`src/hdl/min_priority_queue_decrease_key_top_defines.svh`:
```
// Assertion macros for the decrease-key priority queue.
// Depends on nothing; included by the top level only.
`ifndef MIN_PRIORITY_QUEUE_DECREASE_KEY_TOP_DEFINES_SVH
`define MIN_PRIORITY_QUEUE_DECREASE_KEY_TOP_DEFINES_SVH

// Same-cycle implication, disabled while reset is asserted.
`define MPQDK_ASSERT_IMP(lbl, clk_s, rst_s, ante, cons) \
  lbl: assert property (@(posedge clk_s) disable iff (!rst_s) (ante) |-> (cons)) \
    else $error("mpqdk: same-cycle check failed");

// Next-cycle implication, disabled while reset is asserted.
`define MPQDK_ASSERT_NXT(lbl, clk_s, rst_s, ante, cons) \
  lbl: assert property (@(posedge clk_s) disable iff (!rst_s) (ante) |=> (cons)) \
    else $error("mpqdk: next-cycle check failed");

`endif

```
`src/hdl/mpqdk_pkg.sv`:
```
// Shared types and constants of the decrease-key priority queue.
// No dependencies; imported by the engine and the top level.
package mpqdk_pkg;

  localparam int CAPACITY   = 256;
  localparam int COORD_BITS = 10;

  localparam int IDX_W    = $clog2(CAPACITY);
  localparam int CNT_W    = $clog2(CAPACITY + 1);
  localparam int TIME_W   = 32;
  localparam int COORD_W  = 10;
  localparam int REM_W    = 9;
  localparam int KEY_BITS = (COORD_BITS < COORD_W) ? COORD_BITS : COORD_W;
  localparam int KEY_W    = 3 * KEY_BITS;
  localparam int ENTRY_W  = TIME_W + KEY_W;

  typedef enum logic [1:0] {
    OP_PUSH   = 2'd0,
    OP_UPDATE = 2'd1,
    OP_DELMIN = 2'd2,
    OP_NONE   = 2'd3
  } op_t;

  typedef enum logic [1:0] {
    ST_OK        = 2'd0,
    ST_FULL      = 2'd1,
    ST_EMPTY     = 2'd2,
    ST_NOT_FOUND = 2'd3
  } status_t;

  typedef struct packed {
    op_t                operation;
    logic [TIME_W-1:0]  travel_time;
    logic [COORD_W-1:0] coord_x;
    logic [COORD_W-1:0] coord_y;
    logic [COORD_W-1:0] coord_z;
  } in_item_t;

  typedef struct packed {
    status_t            status;
    logic [TIME_W-1:0]  min_time;
    logic [COORD_W-1:0] min_x;
    logic [COORD_W-1:0] min_y;
    logic [COORD_W-1:0] min_z;
    logic [REM_W-1:0]   remaining;
  } out_item_t;

  // One stored entry: time above packed z, y, x coordinates.
  typedef struct packed {
    logic [TIME_W-1:0] tval;
    logic [KEY_W-1:0]  key;
  } entry_t;

  typedef struct packed {
    logic             we;
    logic [IDX_W-1:0] waddr;
    entry_t           wdata;
    logic             re;
    logic [IDX_W-1:0] raddr;
  } ram_req_t;

endpackage

```
`src/hdl/mpqdk_engine.sv`:
```
// Queue engine: one-hot sequencer that scans and compacts the entry RAM.
// Depends on mpqdk_pkg; drives the RAM request struct.
module mpqdk_engine (
  input  logic                 clk,
  input  logic                 rst_n,
  input  logic                 in_valid,
  output logic                 in_ready,
  input  mpqdk_pkg::in_item_t  in_data,
  output logic                 res_valid,
  input  logic                 res_take,
  output mpqdk_pkg::out_item_t res_data,
  output mpqdk_pkg::ram_req_t  ram_req,
  input  mpqdk_pkg::entry_t    ram_rdata
);
  import mpqdk_pkg::*;

  typedef enum logic [3:0] {
    S_IDLE  = 4'b0001,
    S_SCAN  = 4'b0010,
    S_SHIFT = 4'b0100,
    S_RESP  = 4'b1000
  } state_t;

  state_t            state_r, state_nxt;
  logic [CNT_W-1:0]  count_r, count_nxt;
  op_t               op_r, op_nxt;
  logic [TIME_W-1:0] tt_r, tt_nxt;
  logic [KEY_W-1:0]  key_r, key_nxt;
  logic              issue_r, issue_nxt;
  logic [IDX_W-1:0]  rd_idx_r, rd_idx_nxt;
  logic              chk_v_r, chk_v_nxt;
  logic [IDX_W-1:0]  chk_idx_r, chk_idx_nxt;
  logic              best_v_r, best_v_nxt;
  logic [IDX_W-1:0]  best_idx_r, best_idx_nxt;
  entry_t            best_r, best_nxt;
  status_t           status_r, status_nxt;

  logic [IDX_W-1:0]  last_idx;
  logic [KEY_W-1:0]  in_key;
  logic              take;
  logic [IDX_W-1:0]  cand_idx;
  logic              show_min;

  assign last_idx = IDX_W'(count_r - 1'b1);
  assign in_key   = {in_data.coord_z[KEY_BITS-1:0], in_data.coord_y[KEY_BITS-1:0],
                     in_data.coord_x[KEY_BITS-1:0]};
  // Strict less-than: on a tie the newer entry, seen first, stays best.
  assign take     = !best_v_r || (ram_rdata.tval < best_r.tval);
  assign cand_idx = take ? chk_idx_r : best_idx_r;

  always_comb begin
    state_nxt    = state_r;
    count_nxt    = count_r;
    op_nxt       = op_r;
    tt_nxt       = tt_r;
    key_nxt      = key_r;
    issue_nxt    = issue_r;
    rd_idx_nxt   = rd_idx_r;
    chk_v_nxt    = chk_v_r;
    chk_idx_nxt  = chk_idx_r;
    best_v_nxt   = best_v_r;
    best_idx_nxt = best_idx_r;
    best_nxt     = best_r;
    status_nxt   = status_r;
    ram_req      = '0;
    in_ready     = (state_r == S_IDLE);
    res_valid    = (state_r == S_RESP);

    case (state_r)
      S_IDLE: begin
        if (in_valid) begin
          op_nxt     = in_data.operation;
          tt_nxt     = in_data.travel_time;
          key_nxt    = in_key;
          best_v_nxt = 1'b0;
          status_nxt = ST_OK;
          state_nxt  = S_RESP;
          case (in_data.operation)
            OP_PUSH: begin
              if (count_r == CNT_W'(CAPACITY)) begin
                status_nxt = ST_FULL;
              end else begin
                ram_req.we         = 1'b1;
                ram_req.waddr      = count_r[IDX_W-1:0];
                ram_req.wdata.tval = in_data.travel_time;
                ram_req.wdata.key  = in_key;
                count_nxt          = count_r + 1'b1;
              end
            end
            OP_UPDATE, OP_DELMIN: begin
              if (count_r == '0) begin
                status_nxt = (in_data.operation == OP_UPDATE) ? ST_NOT_FOUND : ST_EMPTY;
              end else begin
                state_nxt  = S_SCAN;
                issue_nxt  = 1'b1;
                chk_v_nxt  = 1'b0;
                rd_idx_nxt = last_idx;
              end
            end
            default: begin
            end
          endcase
        end
      end

      S_SCAN: begin
        // Walk from newest to oldest; read data returns in the cycle after the read.
        ram_req.re    = issue_r;
        ram_req.raddr = rd_idx_r;
        chk_v_nxt     = issue_r;
        chk_idx_nxt   = rd_idx_r;
        if (issue_r) begin
          if (rd_idx_r == '0) begin
            issue_nxt = 1'b0;
          end else begin
            rd_idx_nxt = rd_idx_r - 1'b1;
          end
        end
        if (chk_v_r) begin
          if (op_r == OP_UPDATE) begin
            if (ram_rdata.key == key_r) begin
              ram_req.we         = 1'b1;
              ram_req.waddr      = chk_idx_r;
              ram_req.wdata.tval = tt_r;
              ram_req.wdata.key  = ram_rdata.key;
              issue_nxt          = 1'b0;
              chk_v_nxt          = 1'b0;
              state_nxt          = S_RESP;
            end else if (chk_idx_r == '0) begin
              status_nxt = ST_NOT_FOUND;
              state_nxt  = S_RESP;
            end
          end else begin
            if (take) begin
              best_v_nxt   = 1'b1;
              best_idx_nxt = chk_idx_r;
              best_nxt     = ram_rdata;
            end
            if (chk_idx_r == '0) begin
              if (cand_idx == last_idx) begin
                count_nxt = count_r - 1'b1;
                state_nxt = S_RESP;
              end else begin
                state_nxt  = S_SHIFT;
                issue_nxt  = 1'b1;
                rd_idx_nxt = cand_idx + 1'b1;
              end
            end
          end
        end
      end

      S_SHIFT: begin
        // Close the gap: copy entry i down to i-1, oldest side first.
        ram_req.re    = issue_r;
        ram_req.raddr = rd_idx_r;
        chk_v_nxt     = issue_r;
        chk_idx_nxt   = rd_idx_r;
        if (issue_r) begin
          if (rd_idx_r == last_idx) begin
            issue_nxt = 1'b0;
          end else begin
            rd_idx_nxt = rd_idx_r + 1'b1;
          end
        end
        if (chk_v_r) begin
          ram_req.we    = 1'b1;
          ram_req.waddr = chk_idx_r - 1'b1;
          ram_req.wdata = ram_rdata;
          if (chk_idx_r == last_idx) begin
            count_nxt = count_r - 1'b1;
            state_nxt = S_RESP;
          end
        end
      end

      S_RESP: begin
        if (res_take) begin
          state_nxt = S_IDLE;
        end
      end

      default: begin
        state_nxt = S_IDLE;
      end
    endcase
  end

  assign show_min = (op_r == OP_DELMIN) && (status_r == ST_OK);

  always_comb begin
    res_data.status    = status_r;
    res_data.min_time  = show_min ? best_r.tval : '0;
    res_data.min_x     = show_min ? COORD_W'(best_r.key[KEY_BITS-1:0]) : '0;
    res_data.min_y     = show_min ? COORD_W'(best_r.key[2*KEY_BITS-1:KEY_BITS]) : '0;
    res_data.min_z     = show_min ? COORD_W'(best_r.key[3*KEY_BITS-1:2*KEY_BITS]) : '0;
    res_data.remaining = REM_W'(count_r);
  end

  always_ff @(posedge clk) begin
    if (!rst_n) begin
      state_r  <= S_IDLE;
      count_r  <= '0;
      issue_r  <= 1'b0;
      chk_v_r  <= 1'b0;
      best_v_r <= 1'b0;
    end else begin
      state_r  <= state_nxt;
      count_r  <= count_nxt;
      issue_r  <= issue_nxt;
      chk_v_r  <= chk_v_nxt;
      best_v_r <= best_v_nxt;
    end
  end

  always_ff @(posedge clk) begin
    op_r       <= op_nxt;
    tt_r       <= tt_nxt;
    key_r      <= key_nxt;
    rd_idx_r   <= rd_idx_nxt;
    chk_idx_r  <= chk_idx_nxt;
    best_idx_r <= best_idx_nxt;
    best_r     <= best_nxt;
    status_r   <= status_nxt;
  end

endmodule

```
`config.mk`:
```
export PLATFORM = sky130hd
export DESIGN_NAME = mpqdk_engine
export DESIGN_NICKNAME = d
export VERILOG_FILES = /design/src/hdl/min_priority_queue_decrease_key_top_defines.svh /design/src/hdl/mpqdk_pkg.sv /design/src/hdl/mpqdk_engine.sv
export SDC_FILE = /design/constraint.sdc
export NUM_CORES = 1
export LEC_CHECK = 0
export BUFFER_PORTS_ARGS = -buffer_cell sky130_fd_sc_hd__buf_2
export CORE_UTILIZATION = 54
export CTS_BUF_LIST = sky130_fd_sc_hd__clkbuf_8
export DETAILED_ROUTE_END_ITERATION = 8
export GPL_TIMING_DRIVEN = 0
export PLACE_DENSITY_LB_ADDON = 0.2
export SYNTH_ARGS = -nofsm -noshare
export SYNTH_HDL_FRONTEND = slang
export SYNTH_SLANG_ARGS = --single-unit
export TNS_END_PERCENT = 1
```
`constraint.sdc`:
```
create_clock -name clk -period 4.6 [get_ports clk]
set_input_delay 0.69 -clock clk [delete_from_list [all_inputs] [get_ports clk]]
set_output_delay 0.69 -clock clk [all_outputs]
set_load 0.01 [all_outputs]
```
==> results of run 1 <==
flip-flops by register name (all words and copies together), names as in the netlist:
name / count
chk_idx_r: 8
best_v_r: 1
status_r: 2
rd_idx_r: 8
chk_v_r: 1
op_r: 2
best_idx_r: 8
best_r: 62
tt_r: 32
state_r: 4
key_r: 30
count_r: 9
issue_r: 1
path summary, 6_finish.rpt:
kind	end	slack, ps	cells past startpoint
hold / removal	tt_r[3]	400	1
setup reg to reg	rd_idx_r[1]	470	14
hold reg to reg	chk_idx_r[5]	460	0
setup / recovery	ram_req[78]	-60	11
kinds of logic (layout without fill, tap and decap cells):
logic type / count (synthesis) / in the layout / share of synthesized area (%)
buf+inv: 139 / 456 / 5.38
compound gates: 193 / 193 / 15.5
xor+xnor: 72 / 72 / 6.44
fa+ha+maj: 42 / 42 / 5.30
mux: 22 / 22 / 2.33
other cells: 0 / 1 / 0
simple gates: 283 / 283 / 15.8
flops: 168 / 168 / 49.3
layer usage:
metal	vias to the layer above	routed length, um	part of all wire (%)	global-route usage, %
li1	4028	-	-	-
met5	-	13	0.044	0
met4	2	963	3.3	10.6
met3	64	2340	8.0	5.19
met2	457	14200	48	52.0
met1	4100	11800	40	39.8
Yosys cell counts (10+ instances only):
| library cell | instances | share of area (%) |
|---|---|---|
| nand2_1 | 59 | 2.2 |
| nand4_1 | 13 | 0.82 |
| mux2i_1 | 13 | 1.3 |
| and2_1 | 74 | 4.7 |
| inv_1 | 79 | 3.0 |
| nor4_1 | 12 | 0.76 |
| nor2_1 | 37 | 1.4 |
| nand2b_1 | 10 | 0.63 |
| clkbuf_1 | 49 | 1.9 |
| o21ai_0 | 21 | 1.1 |
| a21oi_1 | 31 | 1.6 |
| edfxtp_1 | 152 | 46 |
| a211oi_1 | 11 | 0.83 |
| and3_1 | 11 | 0.69 |
| nand3_1 | 15 | 0.76 |
| xnor2_1 | 44 | 3.9 |
| xor2_1 | 27 | 2.4 |
| a222oi_1 | 32 | 3.2 |
| a22o_1 | 31 | 2.7 |
| dfxtp_1 | 16 | 3.2 |
| nor3_1 | 20 | 1.0 |
| ha_1 | 42 | 5.3 |
where the power goes:
part           switching (mW)  internal, mW  total (mW)
Combinational           0.382         0.245       0.626
Clock                   0.594         0.496        1.09
Sequential             0.0468          1.79        1.83
Total                    1.02          2.53        3.55
what timing repair did:
action                                 CTS  global route
setup endpoints to repair               25            76
endpoints found under the hold margin    0             0
gates resized for setup                  1             8
pin swaps                                0             0
final cells by class:
type / instances / share of cell area [%]
multi-input combinational: 612 / 37.6
sequential: 168 / 40.4
clock buffer: 17 / 1.93
tap: 229 / 2.37
clock inverter: 15 / 1.38
timing repair buffer: 285 / 11.9
inverter: 80 / 2.48
buffer: 59 / 1.94
antenna: 1 / 0.0207
==> results.sh, run 1 <==
export IMPL_coreArea_sq_um=18000
export IMPL_first_global_vias=7700
export IMPL_path_buf_inv=3
export IMPL_p_total_mw=3.55
export IMPL_ys_warn_count=0
export IMPL_timing_final_crit_share_pct=101
export IMPL_worst_pin_slew_ps=968
export IMPL_synth_edf_count=152
export IMPL_worstSkewPairLatency_ps=470
export IMPL_final_cell_mix="buf_2, edfxtp_1, inv_1"
export IMPL_grt_usage_pct=30.8
export IMPL_whs_ps=397
export IMPL_num_io_pins=285
export IMPL_fin_nets=1395
export IMPL_regArea_sq_um=4880
export IMPL_slew_headroom_pct=35.2
export IMPL_netlist_area_sq_um=9910
export IMPL_crit_type="flop to output pin"
export IMPL_wl_um=29300
export IMPL_firstDrtPassIters=7
export IMPL_grt_max_degree=63
export IMPL_failed_checks="negative setup slack"
export IMPL_synth_ff_type="edfxtp_1"
export IMPL_die_area_sq_um=18900
export IMPL_ys_ff_latch=168
export IMPL_drt_iter0_markers=909
export IMPL_place_worst_setup_slack_ps=-11.3
export IMPL_hpwlAfterDp_um=22200
export IMPL_grt_pass1_wl_um=42700
export IMPL_crit_required_ps=3910
export IMPL_via_count=8651
export IMPL_clock_sinks=168
export IMPL_routabilityCongestion=0.942
export IMPL_drc=0
export IMPL_fmax_mhz=214
export IMPL_drive_above_1_share_pct=28.6
export IMPL_synth_seq_area_share_pct=49.3
export IMPL_io_buffers=284
export IMPL_ant_nets=0
export IMPL_cts_root_buffer="clkbuf_8"
export IMPL_syn_avg_cell_area_sq_um=10.8
export IMPL_maxCapViolCount=0
export IMPL_fin_util_pct=67.4
export IMPL_fill_cells=1474
export IMPL_worstReg2RegStart="best_r[57]"
export IMPL_placed_area_sq_um=11700
export IMPL_initial_core_util_pct=55.2
export IMPL_min_from="in_data[33]"
export IMPL_setup_worst_path_start="key_r[8]"
export IMPL_wire_per_inst_um=20.0
export IMPL_crit_chain="xnor2_1, nand4_1, nor3_1, nand4_1, nor3b_2, and3_1, clkbuf_1, clkbuf_1, o21ai_0, o311ai_0, buf_2"
export IMPL_clk_pin_slew_worst_paths_ps=100
export IMPL_overflow=0
export IMPL_cts_hold_fix_buffers=0
export IMPL_multi_input_area_sq_um=4550
export IMPL_htreeDepth=4
export IMPL_worstSetupEndpointType="output pin"
export IMPL_final_cells=1466
export IMPL_min_path_type="input port to flop"
export IMPL_hold_viol_final=0
export IMPL_syn_nets=1091
export IMPL_dp_cells=1433
export IMPL_outcome="finished with violations"
export IMPL_vias_per_cell=5.90
export IMPL_layout_commonest_cell="buf_2"
export IMPL_drv_slew=0
export IMPL_max_stage_delay_ps=490
export IMPL_cts_setup_buffers=0
export IMPL_dieHeight_um=137
export IMPL_setup_violations=2
export IMPL_critical_path_max_fanout=10
export IMPL_die_w_um=137
export IMPL_p_leak_nw=5.41
export IMPL_rsz0062_at_grt="yes"
export IMPL_fin_area_sq_um=12100
export IMPL_antenna_found_initial=1
export IMPL_cts_inserted_buffers=17
export IMPL_clockBufferDepth=2
export IMPL_power_density_nw_per_um2=293
export IMPL_critical_path_slowest_cell="clkbuf_1"
export IMPL_post_route_min_period_ps=4660
export IMPL_setup_tns_final_ps=-65.9
export IMPL_start_kind="flop"
export IMPL_cp_top_family="simple AND/OR/NAND/NOR gates"
export IMPL_crit_arrival_ps=3970
export IMPL_worst_slack_ps=-63.9
export IMPL_syn_inst=919
export IMPL_synthDistinctLibCells=72
export IMPL_cts_tree="yes"
export IMPL_syn_to_final_growth_pct=22.0
export IMPL_num_rows=49
export IMPL_ir_drop_mv=0.166
export IMPL_async_flop_share_pct=0
export IMPL_clock_skew_ps=24.4
No activity file was read; power rests on OpenSTA's default activity.
==> run 2: changes to the inputs <==
RECOVER_POWER = 100   (was default)
==> results.sh, run 2 (synthesis gave the netlist of run 1 again) <==
export IMPL_outcome="finished with violations"
export IMPL_failed_checks="max-capacitance violations, max-slew violations, negative setup slack"
export IMPL_start_kind="flop"
export IMPL_ant_nets=0
export IMPL_largest_register_ffs=62
export IMPL_first_global_vias=7700
export IMPL_hold_viol_final=0
export IMPL_num_rows=49
export IMPL_fin_util_pct=65.9
export IMPL_drt_iter0_markers=883
export IMPL_coreArea_sq_um=18000
export IMPL_regArea_sq_um=4880
export IMPL_wl_um=29400
export IMPL_grt_max_degree=63
export IMPL_internal_power_mw=2.50
export IMPL_grt_pass1_wl_um=42700
export IMPL_fin_nets=1395
export IMPL_final_cell_mix="clkbuf_1, edfxtp_1, buf_2"
export IMPL_cts_root_buffer="clkbuf_8"
export IMPL_clockBufferDepth=2
export IMPL_n_antenna_cell=0
export IMPL_reg_top3="best_r: 62 flops, tt_r: 32 flops, key_r: 30 flops"
export IMPL_worst_pin_slew_ps=1520
export IMPL_critical_path_slowest_cell="clkbuf_1"
export IMPL_cts_tree="yes"
export IMPL_max_stage_delay_ps=500
export IMPL_worst_slack_ps=-59.1
export IMPL_dieHeight_um=137
export IMPL_clk_pin_slew_worst_paths_ps=100
export IMPL_swShare_pct=29.0
export IMPL_vias_per_cell=5.89
export IMPL_min_path_type="input port to flop"
export IMPL_die_w_um=137
export IMPL_setup_tns_final_ps=-74.6
export IMPL_setup_violations=2
export IMPL_layout_commonest_cell="clkbuf_1"
export IMPL_post_route_min_period_ps=4660
export IMPL_via_count=8634
export IMPL_htreeDepth=4
export IMPL_drive_above_1_share_pct=13.8
export IMPL_wire_per_inst_um=20.0
export IMPL_num_io_pins=285
export IMPL_power_density_nw_per_um2=297
export IMPL_cp_top_family="simple AND/OR/NAND/NOR gates"
export IMPL_multi_input_area_sq_um=4530
export IMPL_antenna_found_initial=0
export IMPL_pwr_share_comb_pct=17.0
export IMPL_rsz0062_at_grt="yes"
export IMPL_path_buf_inv=3
export IMPL_final_cells=1465
export IMPL_syn_to_final_growth_pct=19.4
export IMPL_switchingPower_mw=1.02
export IMPL_firstDrtPassIters=7
export IMPL_die_area_sq_um=18900
export IMPL_grt_usage_pct=30.8
export IMPL_hpwlAfterDp_um=22200
export IMPL_dp_cells=1433
export IMPL_routabilityCongestion=0.942
export IMPL_critical_path_max_fanout=10
export IMPL_worstSkewPairLatency_ps=470
export IMPL_fin_area_sq_um=11800
export IMPL_worstSetupEndpointType="output pin"
export IMPL_timing_final_crit_share_pct=101
export IMPL_ir_drop_mv=0.167
export IMPL_maxCapViolCount=1
export IMPL_slew_headroom_pct=-1.60
export IMPL_clock_sinks=168
export IMPL_fmax_mhz=215
export IMPL_cts_hold_fix_buffers=0
export IMPL_clock_skew_ps=25.7
export IMPL_power_share_clock_pct=30.9
export IMPL_cts_inserted_buffers=17
export IMPL_p_total_mw=3.52
export IMPL_placed_area_sq_um=11700
export IMPL_drc=0
export IMPL_overflow=0
export IMPL_cts_setup_buffers=0
export IMPL_regMostFlops="best_r"
export IMPL_crit_arrival_ps=3970
export IMPL_drv_slew=63
export IMPL_pwr_share_seq_pct=52.1
export IMPL_initial_core_util_pct=55.2
export IMPL_fill_cells=1564
export IMPL_crit_type="flop to output pin"
export IMPL_crit_chain="xnor2_1, nand4_1, nor3_1, nand4_1, nor3b_2, and3_1, clkbuf_1, clkbuf_1, o21ai_0, o311ai_0, buf_2"
export IMPL_crit_required_ps=3910
export IMPL_p_leak_nw=4.80
export IMPL_io_buffers=284
[run 2: changes by cell type in the layout (fill, tap and decap cells not counted), sizes merged]
cell,before,now
buf,296,121
clkbuf,65,240
diode,1,0
[run 2: path summary, 6_finish.rpt]
path               start      endpoint  slack (ps)  depth (start not counted)
max             key_r[8]   ram_req[78]         -60                         11
min          in_data[33]       tt_r[3]         400                          1
min reg2reg  rd_idx_r[5]  chk_idx_r[5]         460                          0
max reg2reg   best_r[57]   rd_idx_r[1]         210                         14
[run 2: routing by layer]
layer | global-route usage [%] | part of all wire (%) | vias up
li1 | - | - | 4026
met1 | 39.8 | 40 | 4134
met2 | 52.0 | 49 | 420
met3 | 5.19 | 7.8 | 54
met4 | 10.6 | 3.2 | 0
met5 | 0 | 0 | -
[run 2: through the flow]
stage / setup WS [ps] / hold slack [ps]
floorplan: 435 / 424
global placement: -1360 / 428
detailed placement: -11.3 / 435
CTS: 44.3 / 385
global route: -199 / 381
finish: -59.1 / 396
[run 2: cell type report]
class	instances	area share, %
repair buffers	285	10.2
clock inverters	15	1.41
flip-flops and latches	168	41.3
clock buffers	17	1.98
plain buffers	59	1.94
inverters	80	2.54
well taps	229	2.42
multi-input cells	612	38.2
[run 2: repair_timing]
action,4_1_cts,5_1_grt
setup endpoints to repair,25,76
pin swaps,0,0
gates resized for setup,1,8
[run 2: power by group through the flow]
stage	Clock (mW)	Sequential (mW)	Combinational, mW
floorplan	0	1.86	0.357
global placement	0	1.86	0.597
detailed placement	0	1.86	0.617
CTS	1.10	1.83	0.620
global route	1.15	1.84	0.646
finish	1.09	1.84	0.598
[run 2: worst register-to-register path, stage by stage (launching register included)]
cell and delay (ps):
edfxtp_1 400, inv_1 70, ha_1 230, a21oi_1 160, o21ai_0 100, a221o_1 380
a22oi_1 410, clkbuf_1 400, a21oi_1 140, nor4_1 490, a2111oi_4 90, a21oi_1 450
clkbuf_1 440, mux2i_1 240, o221ai_1 130
==> run 3: changes to the inputs <==
CORE_ASPECT_RATIO = 0.6   (was default)
SETUP_SLACK_MARGIN = 0.3   (was default)
==> results.sh, run 3 (synthesis gave the netlist of run 1 again) <==
export IMPL_min_path_type="input port to flop"
export IMPL_crit_arrival_ps=4590
export IMPL_start_kind="input port"
export IMPL_wire_per_inst_um=21.8
export IMPL_crit_required_ps=4810
export IMPL_critical_path_max_fanout=10
export IMPL_num_rows=37
export IMPL_ant_nets=0
export IMPL_fill_cells=1497
export IMPL_syn_to_final_growth_pct=19.1
export IMPL_worstSetupEndpointType="flop"
export IMPL_final_cells=1469
export IMPL_first_global_vias=8131
export IMPL_cts_inserted_buffers=17
export IMPL_setup_tns_final_ps=0
export IMPL_clockBufferDepth=2
export IMPL_outcome="finished with violations"
export IMPL_slew_headroom_pct=0.972
export IMPL_cp_top_family="compound AO/OA/AOI/OAI gates"
export IMPL_largest_register_ffs=62
export IMPL_reg_top3="best_r: 62 flops, tt_r: 32 flops, key_r: 30 flops"
export IMPL_drv_slew=0
export IMPL_ir_drop_mv=0.218
export IMPL_p_leak_nw=4.65
export IMPL_cts_root_buffer="clkbuf_8"
export IMPL_pwr_share_seq_pct=51.5
export IMPL_cts_setup_buffers=0
export IMPL_ff2ff_setup_slack_ps=350
export IMPL_overflow=0
export IMPL_regMostFlops="best_r"
export IMPL_worst_pin_slew_ps=1460
export IMPL_htreeDepth=4
export IMPL_power_share_clock_pct=31.3
export IMPL_cts_tree="yes"
export IMPL_swShare_pct=27.7
export IMPL_power_density_nw_per_um2=302
export IMPL_clk_pin_slew_worst_paths_ps=90
export IMPL_vias_per_cell=6.03
export IMPL_rsz0062_at_grt="yes"
export IMPL_coreArea_sq_um=17500
export IMPL_num_io_pins=285
export IMPL_n_antenna_cell=0
export IMPL_setup_violations=0
export IMPL_initial_core_util_pct=56.5
export IMPL_max_stage_delay_ps=580
export IMPL_crit_chain="clkbuf_1, ha_1, a21oi_1, o21ai_1, a221o_1, a22oi_1, clkbuf_1, a211oi_1, nor4_1, a2111oi_4, and2_0, or4_1, o311ai_1"
export IMPL_final_cell_mix="clkbuf_1, edfxtp_1, inv_1"
export IMPL_post_route_min_period_ps=4390
export IMPL_die_area_sq_um=18900
export IMPL_clock_sinks=168
export IMPL_crit_type="input port to flop"
export IMPL_routabilityCongestion=0.978
export IMPL_via_count=8865
export IMPL_clock_skew_ps=12.0
export IMPL_timing_final_crit_share_pct=95.4
export IMPL_layout_commonest_cell="clkbuf_1"
export IMPL_failed_checks="max-capacitance violations"
export IMPL_internal_power_mw=2.58
export IMPL_antenna_found_initial=1
export IMPL_crit_top_cell="clkbuf_1"
export IMPL_drt_iter0_markers=927
export IMPL_critical_path_slowest_cell="or4_1"
export IMPL_worstSkewPairLatency_ps=460
export IMPL_fmax_mhz=228
export IMPL_io_buffers=284
export IMPL_pwr_share_comb_pct=17.2
export IMPL_drc=0
export IMPL_cts_hold_fix_buffers=0
export IMPL_maxCapViolCount=1
export IMPL_hold_viol_final=0
export IMPL_wl_um=32000
export IMPL_switchingPower_uw=988
export IMPL_multi_input_area_sq_um=4520
export IMPL_firstDrtPassIters=8
export IMPL_dieHeight_um=107
export IMPL_die_w_um=177
export IMPL_grt_pass1_wl_um=47100
export IMPL_dp_cells=1439
export IMPL_grt_usage_pct=34.0
export IMPL_regArea_sq_um=4880
export IMPL_fin_nets=1396
export IMPL_path_buf_inv=2
export IMPL_hpwlAfterDp_um=24300
export IMPL_drive_above_1_share_pct=10.6
export IMPL_grt_max_degree=63
export IMPL_p_total_mw=3.56
==> run 3: power by group through the flow <==
| stage | Clock (mW) | Combinational [mW] | Sequential [mW] |
|---|---|---|---|
| 2_1_floorplan | 0 | 0.357 | 1.86 |
| 3_3_place_gp | 0 | 0.608 | 1.87 |
| 3_5_place_dp | 0 | 0.632 | 1.86 |
| 4_1_cts | 1.12 | 0.639 | 1.83 |
| 5_1_grt | 1.19 | 0.665 | 1.84 |
| 6_report | 1.11 | 0.614 | 1.84 |
==> run 3: layout make-up <==
type | instances | area share (%)
buffer | 59 | 2.13
clock buffer | 17 | 1.98
timing repair buffer | 286 | 9.81
inverter | 80 | 2.57
multi-input combinational | 612 | 38.3
clock inverter | 13 | 1.39
sequential | 168 | 41.4
tap | 234 | 2.48
==> run 3: routing by layer <==
metal	up-vias	global-route usage (%)	part of all wire [%]	wire, um
met4	0	7.70	1.2	376
met5	-	0	0	0
met3	27	10.6	12	3950
met1	4260	46.4	42	13400
met2	561	53.0	45	14300
li1	4017	-	-	-
==> run 3: stage by stage <==
stage	hold slack (ps)	util, %	area, sq um	worst slack [ps]
2_1_floorplan	424	-	9910	435
3_3_place_gp	427	66.3	11600	-1590
3_5_place_dp	432	66.5	11700	-111
4_1_cts	389	69.0	12100	161
5_1_grt	389	67.3	11800	105
6_report	419	67.3	11800	212
==> run 3: worst paths after layout <==
check | start | end | cells after the start
worst min register to register | rd_idx_r[4] | chk_idx_r[4] | 0
worst max-delay path | ram_rdata[57] | rd_idx_r[5] | 13
worst max register to register | best_r[55] | rd_idx_r[5] | 13
worst min-delay path | in_data[4] | key_r[24] | 1
==> run 3: repair_timing <==
item                       CTS  global route
pin swaps                    0             2
gates resized for setup     14            19
setup endpoints to repair   76            80
